===== src/hdl/amqpd_pkg.sv =====
package amqpd_pkg;

    // Register indexes of the configuration port.
    localparam logic [7:0] CfgMaxPayload = 8'd0;
    localparam logic [7:0] CfgEndMarker  = 8'd1;

    // Reset values of the configuration registers.
    localparam logic [31:0] MaxPayloadReset = 32'd134217728;
    localparam logic [7:0]  EndMarkerReset  = 8'd206;

    // Result event codes.
    typedef enum logic [1:0] {
        EV_DATA = 2'd0,
        EV_DONE = 2'd1,
        EV_SIZE = 2'd2,
        EV_MARK = 2'd3
    } event_t;

    // Parser phases.
    typedef enum logic [2:0] {
        PH_TYPE = 3'd0,
        PH_CHAN = 3'd1,
        PH_SIZE = 3'd2,
        PH_DATA = 3'd3,
        PH_END  = 3'd4
    } phase_t;

    // One result item.
    typedef struct packed {
        logic [31:0] byte_index;
        logic [7:0]  data_byte;
        logic [31:0] payload_size;
        logic [15:0] channel_number;
        logic [7:0]  frame_type;
        event_t      event_res;
    } result_t;

    // Configuration values handed to the parser.
    typedef struct packed {
        logic [31:0] max_payload_bytes;
        logic [7:0]  end_marker;
    } cfg_t;

endpackage


===== src/hdl/amqpd_parser.sv =====
module amqpd_parser (
    input  logic               aclk,
    input  logic               aresetn,
    input  logic               step,
    input  logic [7:0]         rx_byte,
    input  amqpd_pkg::cfg_t    cfg,
    output logic               res_valid,
    output amqpd_pkg::result_t res
);
    import amqpd_pkg::*;

    phase_t      phase_reg, phase_next;
    logic [1:0]  count_reg, count_next;
    logic [7:0]  type_reg, type_next;
    logic [15:0] chan_reg, chan_next;
    logic [31:0] size_reg, size_next;
    logic [31:0] pos_reg, pos_next;
    logic [32:0] pos_plus;

    assign pos_plus = {1'b0, pos_reg} + 33'd1;

    // State registers of the parser; they move only when a byte is stepped in.
    always_ff @(posedge aclk) begin
        if (!aresetn) begin
            phase_reg <= PH_TYPE;
            count_reg <= 2'd0;
            type_reg  <= 8'd0;
            chan_reg  <= 16'd0;
            size_reg  <= 32'd0;
            pos_reg   <= 32'd0;
        end else if (step) begin
            phase_reg <= phase_next;
            count_reg <= count_next;
            type_reg  <= type_next;
            chan_reg  <= chan_next;
            size_reg  <= size_next;
            pos_reg   <= pos_next;
        end
    end

    // Next state and the result caused by the current byte.
    always_comb begin
        phase_next = phase_reg;
        count_next = count_reg;
        type_next  = type_reg;
        chan_next  = chan_reg;
        size_next  = size_reg;
        pos_next   = pos_reg;
        res_valid  = 1'b0;
        res.event_res = EV_DATA;
        res.data_byte = 8'd0;
        res.byte_index = 32'd0;
        case (phase_reg)
            PH_CHAN: begin
                chan_next = {chan_reg[7:0], rx_byte};
                if (count_reg != 2'd0) begin
                    count_next = 2'd0;
                    size_next  = 32'd0;
                    phase_next = PH_SIZE;
                end else begin
                    count_next = 2'd1;
                end
            end
            PH_SIZE: begin
                size_next = {size_reg[23:0], rx_byte};
                if (count_reg != 2'd3) begin
                    count_next = count_reg + 2'd1;
                end else begin
                    count_next = 2'd0;
                    pos_next   = 32'd0;
                    if (size_next > cfg.max_payload_bytes) begin
                        res_valid     = 1'b1;
                        res.event_res = EV_SIZE;
                        phase_next    = PH_TYPE;
                    end else if (size_next == 32'd0) begin
                        phase_next = PH_END;
                    end else begin
                        phase_next = PH_DATA;
                    end
                end
            end
            PH_DATA: begin
                res_valid      = 1'b1;
                res.event_res  = EV_DATA;
                res.data_byte  = rx_byte;
                res.byte_index = pos_reg;
                pos_next       = pos_plus[31:0];
                if (pos_plus >= {1'b0, size_reg}) begin
                    phase_next = PH_END;
                end
            end
            PH_END: begin
                res_valid     = 1'b1;
                res.event_res = (rx_byte == cfg.end_marker) ? EV_DONE : EV_MARK;
                phase_next    = PH_TYPE;
            end
            default: begin
                type_next  = rx_byte;
                chan_next  = 16'd0;
                size_next  = 32'd0;
                pos_next   = 32'd0;
                count_next = 2'd0;
                phase_next = PH_CHAN;
            end
        endcase
        // Header fields are reported as they stand after this byte.
        res.frame_type     = type_next;
        res.channel_number = chan_next;
        res.payload_size   = size_next;
    end

endmodule


===== src/hdl/amqp_frame_deframer.sv =====
// AMQP frame deframer: parses a received byte stream into frame events.
// The s_ stream carries one received byte per request in s_tdata. The m_
// stream carries one result per request: m_tuser holds the event code
// (payload byte, frame complete, size too large, bad end marker) and m_tdata
// holds the frame header together with the payload byte and its index.
// Header bytes give no result; every payload byte, each end marker and an
// oversized size field give exactly one.
// The cfg_ channel writes max_payload_bytes (index 0) and end_marker
// (index 1); other indexes are ignored. cfg_ready is always high. Write it
// only while no bytes are in flight.
// A byte accepted lands in the input register; the parser step turns it into
// its result, if any, which is registered in the result register and shows on m_.
// Throughput is one byte per cycle while the receiver does not stall, set by
// the combinational parser step between the input and result registers.
// Reset (aresetn low, synchronous) clears the parser to wait for a type
// byte, empties both registers and restores the register defaults.
// When the receiver stalls, the result holds in m_tdata/m_tuser; the input
// register takes one more byte only if it is empty, and s_tready then stays
// low until the result is taken.
module amqp_frame_deframer (
    input  logic        aclk,
    input  logic        aresetn,
    input  logic        s_tvalid,
    output logic        s_tready,
    input  logic [7:0]  s_tdata,   // [7:0] rx_byte
    output logic        m_tvalid,
    input  logic        m_tready,
    output logic [95:0] m_tdata,   // [7:0] frame_type, [23:8] channel_number,
                                   // [55:24] payload_size, [63:56] data_byte,
                                   // [95:64] byte_index
    output logic [1:0]  m_tuser,   // [1:0] event_res
    input  logic        cfg_valid,
    output logic        cfg_ready,
    input  logic [7:0]  cfg_index,
    input  logic [31:0] cfg_data
);
    import amqpd_pkg::*;

    cfg_t    cfg_reg;
    logic    in_valid_reg;
    logic [7:0] in_byte_reg;
    logic    out_valid_reg;
    result_t out_reg;
    logic    advance;
    logic    res_valid;
    result_t res;

    assign cfg_ready = 1'b1;

    // Configuration registers.
    always_ff @(posedge aclk) begin
        if (!aresetn) begin
            cfg_reg.max_payload_bytes <= MaxPayloadReset;
            cfg_reg.end_marker        <= EndMarkerReset;
        end else if (cfg_valid) begin
            case (cfg_index)
                CfgMaxPayload: cfg_reg.max_payload_bytes <= cfg_data;
                CfgEndMarker:  cfg_reg.end_marker        <= cfg_data[7:0];
                default: ;
            endcase
        end
    end

    // The parser steps when the result register is free or being drained.
    assign advance  = !out_valid_reg || m_tready;
    assign s_tready = !in_valid_reg || advance;

    // Input register.
    always_ff @(posedge aclk) begin
        if (!aresetn) begin
            in_valid_reg <= 1'b0;
        end else if (s_tready) begin
            in_valid_reg <= s_tvalid;
        end
    end

    always_ff @(posedge aclk) begin
        if (s_tready && s_tvalid) begin
            in_byte_reg <= s_tdata;
        end
    end

    amqpd_parser u_parser (
        .aclk      (aclk),
        .aresetn   (aresetn),
        .step      (in_valid_reg && advance),
        .rx_byte   (in_byte_reg),
        .cfg       (cfg_reg),
        .res_valid (res_valid),
        .res       (res)
    );

    // Result register.
    always_ff @(posedge aclk) begin
        if (!aresetn) begin
            out_valid_reg <= 1'b0;
        end else if (advance) begin
            out_valid_reg <= in_valid_reg && res_valid;
        end
    end

    always_ff @(posedge aclk) begin
        if (advance && in_valid_reg && res_valid) begin
            out_reg <= res;
        end
    end

    assign m_tvalid = out_valid_reg;
    assign m_tuser  = out_reg.event_res;
    assign m_tdata  = {out_reg.byte_index, out_reg.data_byte, out_reg.payload_size,
                       out_reg.channel_number, out_reg.frame_type};

endmodule


===== config.mk =====
export PLATFORM = sky130hd
export DESIGN_NAME = amqp_frame_deframer
export DESIGN_NICKNAME = d
export VERILOG_FILES = /design/src/hdl/amqpd_pkg.sv /design/src/hdl/amqpd_parser.sv /design/src/hdl/amqp_frame_deframer.sv
export SDC_FILE = /design/constraint.sdc
export NUM_CORES = 1
export LEC_CHECK = 0
export ABC_CLOCK_PERIOD_IN_PS = 6600
export BUFFER_PORTS_ARGS = -buffer_cell sky130_fd_sc_hd__buf_2
export CAP_MARGIN = 20
export CORE_ASPECT_RATIO = 1.1
export CORE_MARGIN = 5
export CORE_UTILIZATION = 40
export DETAILED_ROUTE_END_ITERATION = 10
export GPL_TIMING_DRIVEN = 0
export PLACE_DENSITY = 0.64
export RECOVER_POWER = 25
export SLEW_MARGIN = 10
export SYNTH_ARGS = -nofsm -noshare
export SYNTH_HDL_FRONTEND = slang
export SYNTH_SLANG_ARGS = --single-unit

===== constraint.sdc =====
create_clock -name aclk -period 6.6 [get_ports aclk]
set_input_delay 0 -clock aclk [delete_from_list [all_inputs] [get_ports aclk]]
set_output_delay 0 -clock aclk [all_outputs]
set_load 0.01 [all_outputs]

# Yosys cells after proc, flatten, opt, wreduce, memory -nomap -nowiden
# Index checks and enable logic that the tools add are counted.
# Widths: inputs -> output; s select.
[classes] add_sub_neg=2 n_lt_le_gt_ge=2 eq_ne=10 muxes=22 n_bitwise=2 n_reduce_logical=20
[ops] op="$pmux 32 s3" n=2
[ops] op="$mux 32" n=2
[ops] op="$add 32x1->33 const B" n=1
[ops] op="$ge 33x32->1" n=1
[ops] op="$gt 32x32->1" n=1
[ops] op="$logic_not 32->1" n=1
[ops] op="$pmux 16 s2" n=1
[ops] op="$mux 3" n=5
[ops] op="$pmux 3 s4" n=1
[ops] op="$eq 8x1->1 const B" n=1
[ops] op="$eq 8x8->1" n=1
[ops] op="$logic_not 8->1" n=1
[ops] op="$mux 2" n=4
[ops] op="$mux 8" n=1
[ops] op="$eq 3x2->1 const B" n=2
[ops] op="$pmux 2 s3" n=1
[ops] op="$reduce_and 2->1" n=3
[ops] op="$logic_and 1x1->1" n=4
[ops] op="$ne 2x1->1 const B" n=2
[ops] op="$ne 2x2->1 const B" n=2
[ops] op="$pmux 2 s2" n=1
[ops] op="$reduce_and 4->1" n=1
[ops] op="$reduce_or 2->1" n=2
[ops] op="$reduce_or 4->1" n=1
[ops] op="11 further kinds" n=16
[word_totals] regBits=241 inputBits=53 output_inout_bits=101 wordCells=75

# Longest topological paths before layout
[logic_depth] depth_word=5 mapped_depth=15 ltp_nobuf=14

# Modules after synthesis
# Synthesis repeated with hierarchy kept, for this count alone.
[hier_totals] cells_unflattened=1151 area_unflattened_um2=11796.3
[modules_own_cells] mod="amqpd_parser" instances=1 cells_each=858 area_each_um2=6846.6
[modules_own_cells] mod="amqp_frame_deframer" instances=1 cells_each=293 area_each_um2=4949.7

# Least setup slack after synthesis
# No wires, ideal clock.
[synth_timing] path_kind="register to register" start="register in_byte_reg[7]" end="register out_reg, in the netlist m_tdata[0] (enable)" setup_time_ns=0.587 arrival_ns=6.302 required_time_ns=6.013 path_slack_ns=-0.290 path_stages_with_launch=8 path_buffers=0 synth_period_minus_slack_ns=6.890 path_cell_list="edfxtp_1 > ha_1 > nand4_1 > nor3_1 > a21boi_0 > o311a_1 > o211ai_1 > a21oi_1"
[synth_between] elab_chain_len=5
[synth_rtl] element="start: declaration" line="amqp_frame_deframer.sv:41" rtl="logic [7:0] in_byte_reg;"
[synth_rtl] element="start signal: assignment" line="amqp_frame_deframer.sv:79" rtl="in_byte_reg <= s_tdata;"
[synth_rtl] element="$gt 32x32->1" line="amqpd_parser.sv:71" rtl="if (size_next > cfg.max_payload_bytes) begin"
[synth_rtl] element="$mux 1" line="amqpd_parser.sv:71"
[synth_rtl] element="$mux 1" line="amqpd_parser.sv:66" rtl="if (count_reg != 2'd3) begin"
[synth_rtl] element="$pmux 1 s2" line="amqpd_parser.sv:53" rtl="case (phase_reg)"
[synth_rtl] element="$logic_and 1x1->1" line="amqp_frame_deframer.sv:103" rtl="if (advance && in_valid_reg && res_valid) begin"
[synth_rtl] element="end signal: assignment" line="amqp_frame_deframer.sv:104" rtl="out_reg <= res;"
[synth_rtl] element="end: declaration" line="amqp_frame_deframer.sv:43" rtl="result_t out_reg;"
# Every way passes these cells.
# A chain may end at the register's enable or synchronous reset.

# Worst setup path in the final report
[layout_timing] start="register u_parser.pos_reg[0]" end="register u_parser.phase_reg[1]"
[layout_between] elab_chain_len=4
[layout_rtl] element="start: declaration" line="amqpd_parser.sv:17" rtl="logic [31:0] pos_reg, pos_next;"
[layout_rtl] element="start signal: assignment" line="amqpd_parser.sv:37" rtl="pos_reg <= pos_next;"
[layout_rtl] element="$add 32x1->33" line="amqpd_parser.sv:20" rtl="assign pos_plus = {1'b0, pos_reg} + 33'd1;"
[layout_rtl] element="$ge 33x32->1" line="amqpd_parser.sv:88" rtl="if (pos_plus >= {1'b0, size_reg}) begin"
[layout_rtl] element="$ne 2x1->1 (no line)"
[layout_rtl] element="$reduce_and 4->1 (no line)"
[layout_rtl] element="end signal: assignment" line="amqpd_parser.sv:32" rtl="phase_reg <= phase_next;"
[layout_rtl] element="end: declaration" line="amqpd_parser.sv:12" rtl="phase_t phase_reg, phase_next;"
# Every way passes these cells.

==> summary.txt <==
Die Ht: 188 um
setup tns final: 0 ns
number of enable flip-flop cells after synthesis: 106
Routed Antenna Nets: 0
Post-CTS Setup Bufs: 0
Global Route Usage Sum: 20.4%
Layout area overhead: 22.3%
clk_lat worst skew: 0.54 ns
max FFs per register: 96
Synth async-reset ratio: 0%
Synth top area share: 27.7%
slowest stage delay, CP: 0.49 ns
Setup Skew: 0.0263 ns
final instance area: 14100 um2
Synthesis Warnings: 0
Leak: 5.42 nW
first-pass GRT wire length: 52.3 mm
Netlist cell types: 63
RSZ-0062 raised after global routing: false
Yosys top cell by area: edfxtp_1
DRT Wirelength: 33.8 mm
Slew @ Worst Pin: 0.779 ns
RR Endpoint: u_parser.phase_reg[1]
start point of the critical path: u_parser.pos_reg[0]
CTS tree: built
DIE AREA: 32200 um2
kind of critical path: flip-flop to flip-flop
Avg Cell Area, Syn: 9.49 um2
register-to-register setup slack: 2.14 ns
First-pass DRT Iterations: 7
top-count cell post-synth: nand2_1
synth cell count leaders: 158 x nand2_1, 144 x a21oi_1, 135 x dfxtp_1, 124 x nor2_1, 106 x edfxtp_1
ys flop type: dfxtp_1
f_max: 0.224 GHz
critical-path cell list: ha_1 > nand3_1 > nor3_2 > nand3_1 > nor3_1 > xnor2_1 > ha_1 > nand4_1 > a2111oi_0 > o31ai_1 > a31oi_2 > a21boi_1 > a21oi_1
CTS Buffer Depth: 3
CP endpoint kind: flip-flop
routed len/inst: 18.4 um
stages on the worst setup path: 13
Rel. slew slack: 47.9%
CORE AREA: 28500 um2
vias per cell: 5.36
die span in x: 172 um
# port buffers: 152
#FFs+latches synth: 241
pin count of the biggest net entering global routing: 28
vias in the first global route: 9582
power per cell area: 231 nW/um2
Synth area leaders: edfxtp_1 28%, dfxtp_1 24%, ha_1 7.3%, a21oi_1 6.3%, nand2_1 5.2%
WP data required: 7.02 ns
H-tree levels: 1
share of cells above drive strength 1: 8.74%
grt ovf: 0
critical path peak fanout: 7
Starting Density: 40.2%
synthesized area: 11500 um2
fin crit share: 67.6%
MaxCap Viol Count: 0
outcome: completed
crit path to: u_parser.phase_reg[1]
DP Area: 12800 um2
# IOs: 154
std cell rows: 65
Final setup viols: 0
Peak VDD IR: 0.162 mV
DRC: 0
slowest cell on the critical path: dfxtp_1
Num Clock Sinks: 241
Total Nets Final: 1566
Root Buffer: clkbuf_16
CP top delay family: simple AND/OR/NAND/NOR gates
Vias: 9823
Mapped Nets: 1330
minimum clock period: 4.46 ns
r2r worst-path depth: 13
HPWL after DPL: 24.6 mm
Post-CTS Hold Buffers: 54
number of CTS-inserted buffers: 24
Reg clk slew, reported paths: 0.07 ns
start of the worst register-to-register path: u_parser.pos_reg[0]
crit start category: flip-flop
initial antenna violation count: 0
Initial DRC Count: 687
HP Class: input pin to flip-flop
Resize count post-CTS: 0
Worst Path Buf+Inv: 0
Slew Limit Fails: 0
post-synthesis cell count: 1210
n_diodes: 0
Critical Path AT: 4.88 ns
RePlAce Congestion: 0.907
sequential-to-total area share from yosys stat: 51.2%
Final Hold Vio Count: 0
[report_power, final]
| group | internal [mW] | total, mW | switching (mW) |
|---|---|---|---|
| combinational | 0.0811 | 0.225 | 0.144 |
| sequential | 1.57 | 1.59 | 0.0190 |
| clock | 0.828 | 1.43 | 0.603 |
[cell families after synthesis]
logic type / share of synthesized area, %
muxes: 1.38
buffers and inverters: 4.72
adders and majority gates: 7.30
and+or+nand+nor: 17.8
other: 0.0326
DFF: 51.2
AOI/OAI and AO/OA: 14.6
xor gates and xnor gates: 2.96
[cells in the final DEF (no fill, tap or decap), types with 47 or more instances in the layout]
master,n
clkbuf_1,153
edfxtp_1,106
buf_2,62
dlygate4sd3_1,54
inv_1,73
a22o_1,47
nor2_1,124
dfxtp_1,135
ha_1,67
nand2_1,158
a21oi_1,143
[per-layer routing]
metal,global-route usage [%],vias to the layer above,wire length [um]
met2,34.2,345,16200
met1,26.9,4649,14300
met5,0,-,0
met4,6.92,0,1130
li1,-,4747,-
met3,2.85,82,2160
[worst min-delay path by stage]
stage | startpoint | end | slack [ns] | depth (start not counted)
6_report | aresetn | cfg_reg[35] | 0.05 | 3
5_1_grt | aresetn | cfg_reg[35] | 0.09 | 3
4_1_cts | aresetn | cfg_reg[35] | 0.04 | 3
3_5_place_dp | s_tdata[1] | in_byte_reg[1] | 0.18 | 1
3_3_place_gp | s_tdata[6] | in_byte_reg[6] | 0.18 | 1
2_1_floorplan | s_tdata[0] | in_byte_reg[0] | 0.1 | 0
[area by class of cell]
cell class              count  area, um2
plain buffers              66        264
clock buffers              29        651
clock inverters            15        171
fillers                  2669      14500
inverters                  74        278
multi-input cells         829       5070
flip-flops and latches    241       5890
well taps                 368        460
repair buffers            210       1270
[per-stage QoR]
stage / std cells / power, mW / utilization, % / setup slack (ns) / hold WS [ns]
global route: 1832 / 3.36 / 49.2 / 1.84 / 0.0855
CTS: 1832 / 3.27 / 49.7 / 2.29 / 0.0362
detailed placement: 1734 / 1.83 / 44.9 / 2.31 / 0.181
global placement: 1730 / 1.82 / 44.5 / 0.259 / 0.179
finish: 1832 / 3.25 / 49.2 / 2.14 / 0.0488
floorplan: 1210 / 1.74 / - / 1.91 / 0.0989
[worst reg2reg max path: cells and delay by family, from the launching register on]
family / cells / cell delay, ns
XOR/XNOR: 1 / 0.16
adder cells (fa/ha/maj): 2 / 0.64
AND/OR/NAND/NOR: 5 / 1.66
AO/OA/AOI/OAI: 5 / 1.42
flip-flops: 1 / 0.49
No activity file was read; power rests on OpenSTA's default activity.
